--- src/rtl/core/plt_pkg.sv ---
// Package for the piecewise-linear tone map: curve tables, fixed-point widths,
// pixel and result item types, and the pipeline stage enable struct.
// Used by plt_channel and piecewise_linear_tone_map.
package plt_pkg;

	localparam int unsigned CURVE_POINTS  = 17;
	localparam int unsigned FRACTION_BITS = 16;
	localparam int unsigned RECIP_EXTRA   = 32;

	localparam int unsigned SEG_COUNT  = CURVE_POINTS - 1;
	localparam int unsigned SEG_W      = (SEG_COUNT > 1) ? $clog2(SEG_COUNT) : 1;
	localparam int unsigned VAL_W      = FRACTION_BITS + 1;
	localparam int unsigned RECIP_W    = FRACTION_BITS + RECIP_EXTRA + 1;
	localparam int unsigned RECIP_HI_W = RECIP_W - RECIP_EXTRA;

	localparam logic [VAL_W-1:0] ONE = VAL_W'(1) << FRACTION_BITS;

	// Curve end points in units of 1/10000
	localparam logic [63:0] CURVE_SCALE = 64'd10000;
	localparam logic [63:0] CURVE_HALF  = 64'd5000;

	localparam logic [31:0] CURVE_X_RAW [CURVE_POINTS] = '{
		32'd0, 32'd4, 32'd8, 32'd18, 32'd33, 32'd61, 32'd119, 32'd202, 32'd373,
		32'd650, 32'd1130, 32'd1990, 32'd3000, 32'd4320, 32'd5960, 32'd7670,
		32'd10000
	};

	localparam logic [31:0] CURVE_Y_RAW [CURVE_POINTS] = '{
		32'd0, 32'd590, 32'd1220, 32'd1840, 32'd2470, 32'd3100, 32'd3730,
		32'd4350, 32'd4980, 32'd5610, 32'd6240, 32'd6860, 32'd7490, 32'd8120,
		32'd8750, 32'd9370, 32'd10000
	};

	// Convert a curve entry to unsigned fixed point, rounding half up
	function automatic logic [63:0] to_fixed(input logic [31:0] c);
		return ((64'(c) << FRACTION_BITS) + CURVE_HALF) / CURVE_SCALE;
	endfunction

	typedef struct packed {
		logic [VAL_W-1:0] red_in;
		logic [VAL_W-1:0] green_in;
		logic [VAL_W-1:0] blue_in;
	} pixel_t;

	typedef struct packed {
		logic [VAL_W-1:0] red_out;
		logic [VAL_W-1:0] green_out;
		logic [VAL_W-1:0] blue_out;
	} result_t;

	// Load enables of the six register ranks, s6 being the result register
	typedef struct packed {
		logic s1;
		logic s2;
		logic s3;
		logic s4;
		logic s5;
		logic s6;
	} stage_en_t;

endpackage

--- src/rtl/core/plt_channel.sv ---
// One color channel of the tone map: segment search, blend weight from the
// segment reciprocal, and linear interpolation over six register ranks.
// Depends on plt_pkg for the curve tables, widths and stage enables.
module plt_channel
	import plt_pkg::*;
(
	input  logic             clk,
	input  stage_en_t        en,
	input  logic [VAL_W-1:0] value,
	output logic [VAL_W-1:0] mapped
);

	logic [VAL_W-1:0]   seg_x     [SEG_COUNT];
	logic [VAL_W-1:0]   seg_y     [SEG_COUNT];
	logic [VAL_W-1:0]   seg_dy    [SEG_COUNT];
	logic [RECIP_W-1:0] seg_recip [SEG_COUNT];

	for (genvar g = 0; g < SEG_COUNT; g++) begin : g_seg
		localparam logic [63:0] X_LO = to_fixed(CURVE_X_RAW[g]);
		localparam logic [63:0] X_HI = to_fixed(CURVE_X_RAW[g+1]);
		localparam logic [63:0] Y_LO = to_fixed(CURVE_Y_RAW[g]);
		localparam logic [63:0] Y_HI = to_fixed(CURVE_Y_RAW[g+1]);
		localparam logic [63:0] SEG_WIDTH = (X_HI > X_LO) ? (X_HI - X_LO) : 64'd0;
		localparam logic [63:0] SEG_DIV = (SEG_WIDTH == 64'd0) ? 64'd1 : SEG_WIDTH;
		localparam logic [63:0] SEG_RECIP = (SEG_WIDTH == 64'd0) ? 64'd0 :
			(((64'd1 << (FRACTION_BITS + RECIP_EXTRA)) + (SEG_WIDTH >> 1)) / SEG_DIV);
		localparam logic [63:0] SEG_DY = (Y_HI > Y_LO) ? (Y_HI - Y_LO) : 64'd0;

		assign seg_x[g]     = X_LO[VAL_W-1:0];
		assign seg_y[g]     = Y_LO[VAL_W-1:0];
		assign seg_dy[g]    = SEG_DY[VAL_W-1:0];
		assign seg_recip[g] = SEG_RECIP[RECIP_W-1:0];
	end

	// Rank 1: input value
	logic [VAL_W-1:0] v_s1;

	always_ff @(posedge clk) begin
		if (en.s1) begin
			v_s1 <= value;
		end
	end

	// Segment search: the last start point at or below the value wins
	logic                     sat_c;
	logic [SEG_W-1:0]         seg_c;
	logic [VAL_W-1:0]         xk_c;
	logic [FRACTION_BITS-1:0] d_c;

	always_comb begin
		seg_c = '0;
		for (int i = 1; i < SEG_COUNT; i++) begin
			if (seg_x[i] <= v_s1) begin
				seg_c = SEG_W'(i);
			end
		end
	end

	always_comb begin
		logic [VAL_W-1:0] diff;
		sat_c = (v_s1 >= ONE);
		xk_c  = seg_x[seg_c];
		diff  = (v_s1 > xk_c) ? (v_s1 - xk_c) : '0;
		d_c   = diff[FRACTION_BITS-1:0];
	end

	// Rank 2: segment and offset into it
	logic                     sat_s2;
	logic [SEG_W-1:0]         seg_s2;
	logic [FRACTION_BITS-1:0] d_s2;

	always_ff @(posedge clk) begin
		if (en.s2) begin
			sat_s2 <= sat_c;
			seg_s2 <= seg_c;
			d_s2   <= d_c;
		end
	end

	// Rank 3: offset times reciprocal, split into low and high partial products
	logic [RECIP_W-1:0]                   recip_c;
	logic                                 sat_s3;
	logic [SEG_W-1:0]                     seg_s3;
	logic [FRACTION_BITS+RECIP_EXTRA-1:0] plo_s3;
	logic [FRACTION_BITS+RECIP_HI_W-1:0]  phi_s3;

	assign recip_c = seg_recip[seg_s2];

	always_ff @(posedge clk) begin
		if (en.s3) begin
			sat_s3 <= sat_s2;
			seg_s3 <= seg_s2;
			plo_s3 <= (FRACTION_BITS+RECIP_EXTRA)'(d_s2) *
				(FRACTION_BITS+RECIP_EXTRA)'(recip_c[RECIP_EXTRA-1:0]);
			phi_s3 <= (FRACTION_BITS+RECIP_HI_W)'(d_s2) *
				(FRACTION_BITS+RECIP_HI_W)'(recip_c[RECIP_W-1:RECIP_EXTRA]);
		end
	end

	// Round the product to Q1.F and cap the weight at one
	logic [VAL_W-1:0] t_c;

	always_comb begin
		logic [FRACTION_BITS+RECIP_EXTRA:0]   lo_rnd;
		logic [FRACTION_BITS+RECIP_HI_W:0]    t_raw;
		lo_rnd = (FRACTION_BITS+RECIP_EXTRA+1)'(plo_s3) +
			((FRACTION_BITS+RECIP_EXTRA+1)'(1) << (RECIP_EXTRA - 1));
		t_raw  = (FRACTION_BITS+RECIP_HI_W+1)'(phi_s3) +
			(FRACTION_BITS+RECIP_HI_W+1)'(lo_rnd[FRACTION_BITS+RECIP_EXTRA:RECIP_EXTRA]);
		t_c    = (t_raw > (FRACTION_BITS+RECIP_HI_W+1)'(ONE)) ? ONE : t_raw[VAL_W-1:0];
	end

	// Rank 4: blend weight
	logic             sat_s4;
	logic [SEG_W-1:0] seg_s4;
	logic [VAL_W-1:0] t_s4;

	always_ff @(posedge clk) begin
		if (en.s4) begin
			sat_s4 <= sat_s3;
			seg_s4 <= seg_s3;
			t_s4   <= t_c;
		end
	end

	// Rank 5: rise of the segment times weight
	logic               sat_s5;
	logic [SEG_W-1:0]   seg_s5;
	logic [2*VAL_W-1:0] prod_s5;

	always_ff @(posedge clk) begin
		if (en.s5) begin
			sat_s5  <= sat_s4;
			seg_s5  <= seg_s4;
			prod_s5 <= (2*VAL_W)'(seg_dy[seg_s4]) * (2*VAL_W)'(t_s4);
		end
	end

	logic [VAL_W-1:0] res_c;

	always_comb begin
		logic [2*VAL_W:0]       prod_rnd;
		logic [FRACTION_BITS+3:0] sum;
		prod_rnd = (2*VAL_W+1)'(prod_s5) + ((2*VAL_W+1)'(1) << (FRACTION_BITS - 1));
		sum      = (FRACTION_BITS+4)'(seg_y[seg_s5]) +
			(FRACTION_BITS+4)'(prod_rnd[2*VAL_W:FRACTION_BITS]);
		if (sat_s5 || (sum > (FRACTION_BITS+4)'(ONE))) begin
			res_c = ONE;
		end else begin
			res_c = sum[VAL_W-1:0];
		end
	end

	// Rank 6: result register
	logic [VAL_W-1:0] res_s6;

	always_ff @(posedge clk) begin
		if (en.s6) begin
			res_s6 <= res_c;
		end
	end

	assign mapped = res_s6;

endmodule

--- config.mk ---
export PLATFORM = sky130hd
export DESIGN_NAME = plt_channel
export DESIGN_NICKNAME = d
export VERILOG_FILES = /design/src/rtl/core/plt_pkg.sv /design/src/rtl/core/plt_channel.sv
export SDC_FILE = /design/constraint.sdc
export NUM_CORES = 2
export LEC_CHECK = 0
export ABC_AREA = 0
export BUFFER_PORTS_ARGS = -buffer_cell sky130_fd_sc_hd__buf_2
export CAP_MARGIN = 10
export CORE_UTILIZATION = 53
export DETAILED_ROUTE_END_ITERATION = 8
export GPL_ROUTABILITY_DRIVEN = 1
export PLACE_DENSITY = 0.69
export SYNTH_ARGS = -nofsm -noshare
export SYNTH_HDL_FRONTEND = slang
export SYNTH_SLANG_ARGS = --single-unit
--- constraint.sdc ---
create_clock -name clk -period 20.2 [get_ports clk]
set_input_delay 4.04 -clock clk [delete_from_list [all_inputs] [get_ports clk]]
set_output_delay 4.04 -clock clk [all_outputs]
set_load 0.1 [all_outputs]
==> results.toml <==
[outcome]
status = "finished clean"

[die]
row_count = 97
die_h_um = 269
core_area_um2 = 70300
die_width_um = 269
io_pins = 41
fp.dieArea_um2 = 72400
initial_core_util_pct = 53.8

[yosys]
synth_area_um2 = 37800
synthArstFlopShare_pct = 0
synthCells = 4089
synthTopCellsByArea = "fa_1 (37%), ha_1 (14%), edfxtp_1 (12%)"
synth_ff_type = "edfxtp_1"
avgSynthCellArea_um2 = 9.25
yosysSeqAreaShare_pct = 12.1
yosysWarnings = 0
synth.distinct_cells = 97
syn_nets = 5226
synth_top_area_share_pct = 37.2
ys_ff_latch = 152
synth_edf_count = 152
synth_top_area_cell = "fa_1"

[clock_tree]
cts_root_buf = "clkbuf_16"
clkSlewWorstSetupHoldPaths_ps = 70
cts_tree = "yes"
post_cts_buffers = 0
clock_sinks = 152
htree_levels = 4
clock_latency_ps = 460
ctsResizeCount = 0
holdBufCountCts = 0
cts_max_path_buffers = 2
numCtsBuffers = 17

[global_routing]
grt_max_degree = 67
track_usage_pct = 24.6
antenna_found_initial = 3
grt_pass1_wl_um = 144000
grt_pass1_vias = 28171
grt_overflow = 0

[cells_and_area]
fillCellCount = 6182
area_growth_pct = 4.65
fin_nets = 5173
final_cell_mix = "inv_1 (822), fa_1 (702), nand2_1 (577)"
diodes = 0
layout_commonest_cell = "inv_1"
drive_gt1_share_pct = 4.27

[sta]
finalCritPeriodShare_pct = 44.4
tightestPinTransition_ps = 1110
max_freq_mhz = 111
setup_viol = 0
fin_skew_ps = 15.2
fin_crit_ps = 8970
rsz0062_at_grt = "no"
hold_viol = 0
relSlewSlack_pct = 25.7
maxSlewViolCount = 0
setup_tns_ps = 0

[setup_path]
critPathKind = "register to register"
cp-end-kind = "register"
worstPathArrival_ps = 9270
critPathRequiredTime_ps = 20500
critPathBufInv = 6
worstPathMaxFanout = 17
slowest_delay_ps = 770
slowest_stage = "nor4bb_1"
critPathLaunchType = "register"
path_delay_family = "adder cells"

[detailed_routing]
dr_total_vias = 27393
drt_wl_total_um = 85800
ant_nets = 0
wl_per_cell_um = 17.2
drt_pass1_iterations = 6
drc_errors = 0
drt_iter0_markers = 1873
via_per_inst = 5.49

[hold_path]
hp-class = "register to register"

[placed_design]
routabilityCongestion = 0.900
io_buffers = 40
dpl.hpwl_um = 67200

[run]
drv_cap = 0
[synthesized netlist by cell type, types with 5 or more instances]
| cell type | number |
|---|---|
| inv_1 | 822 |
| fa_1 | 702 |
| nand2_1 | 577 |
| ha_1 | 411 |
| and2_1 | 316 |
| edfxtp_1 | 152 |
| clkbuf_1 | 147 |
| a21oi_1 | 121 |
| nor2_1 | 120 |
| xnor2_1 | 79 |
| o21ai_0 | 62 |
| nor3_1 | 51 |
| xor2_1 | 46 |
| nand3_1 | 45 |
| a21o_1 | 40 |
| and3_1 | 34 |
| nand4_1 | 25 |
| nor2b_1 | 25 |
| nand2b_1 | 22 |
| o21a_1 | 20 |
| o21bai_1 | 20 |
| nor3b_1 | 17 |
| a31oi_1 | 15 |
| o211ai_1 | 15 |
| o31ai_1 | 15 |
| a211oi_1 | 14 |
| nor4_1 | 14 |
| o21ai_1 | 11 |
| a21boi_0 | 7 |
| buf_1 | 6 |
| buf_6 | 6 |
| mux2i_1 | 6 |
| a41oi_1 | 5 |
| mux2_2 | 5 |
| o41ai_1 | 5 |
| or2_2 | 5 |
| or3_1 | 5 |
[registers in the layout, summed over array words and instances, names as in the netlist]
register	flops
d_s2	16
mapped	17
phi_s3	30
plo_s3	17
prod_s5	18
sat_s2	1
sat_s3	1
sat_s4	1
sat_s5	1
seg_s2	4
seg_s3	4
seg_s4	4
seg_s5	4
t_s4	17
v_s1	17
[final cells by class]
| cell class | count | area [um^2] | area share, % |
|---|---|---|---|
| flip-flops and latches | 152 | 4560 | 11.5 |
| clock inverters | 13 | 141 | 0.357 |
| clock buffers | 19 | 433 | 1.09 |
| multi-input cells | 2946 | 29600 | 74.7 |
| repair buffers | 95 | 613 | 1.55 |
| well taps | 940 | 1180 | 2.97 |
| inverters | 824 | 3090 | 7.82 |
[worst paths after layout]
path	startpoint	endpoint	slack, ps	cells past startpoint
worst min-delay path	sat_s4$_DFFE_PP_	sat_s5$_DFFE_PP_	430	0
worst max register to register	seg_s2[1]$_DFFE_PP_	plo_s3[42]$_DFFE_PP_	11230	27
worst max-delay path	seg_s2[1]$_DFFE_PP_	plo_s3[42]$_DFFE_PP_	11230	27
worst min register to register	sat_s4$_DFFE_PP_	sat_s5$_DFFE_PP_	430	0
[cells by family (layout without fill, tap and decap cells)]
family,Yosys count,count (layout),synth area share (%)
xor gates and xnor gates,125,125,2.90
muxes,14,14,0.457
AOI/OAI and AO/OA,404,404,7.04
buffers and inverters,991,951,10.0
adders and majority gates,1113,1113,50.8
and+or+nand+nor,1290,1290,16.7
DFF,152,152,12.1
[metrics by stage]
stage | hold slack, ps | worst slack (ps) | std cells | instance area, um^2 | util, %
finish | 428 | 11230 | 4989 | 39600 | 56.3
global route | 435 | 10770 | 4989 | 39600 | 56.3
CTS | 428 | 11280 | 4988 | 39600 | 56.3
detailed placement | 411 | 11300 | 4956 | 39000 | 55.5
floorplan | 400 | 12500 | 4089 | 37800 | -
global placement | 402 | 11420 | 4956 | 39000 | 55.5
[routing by layer]
layer  vias up  wire length, um  GRT usage, %  share of wire [%]
met1     13851            38400          34.8                 45
met3       116             4820          2.43                5.6
met2       772            40900          41.0                 48
met5         -                0             0                  0
met4         0             1670          5.65                1.9
li1      12654                -             -                  -
Power is not shown: default switching activity piles up to over one toggle a cycle in this logic, so the estimate is an artifact.
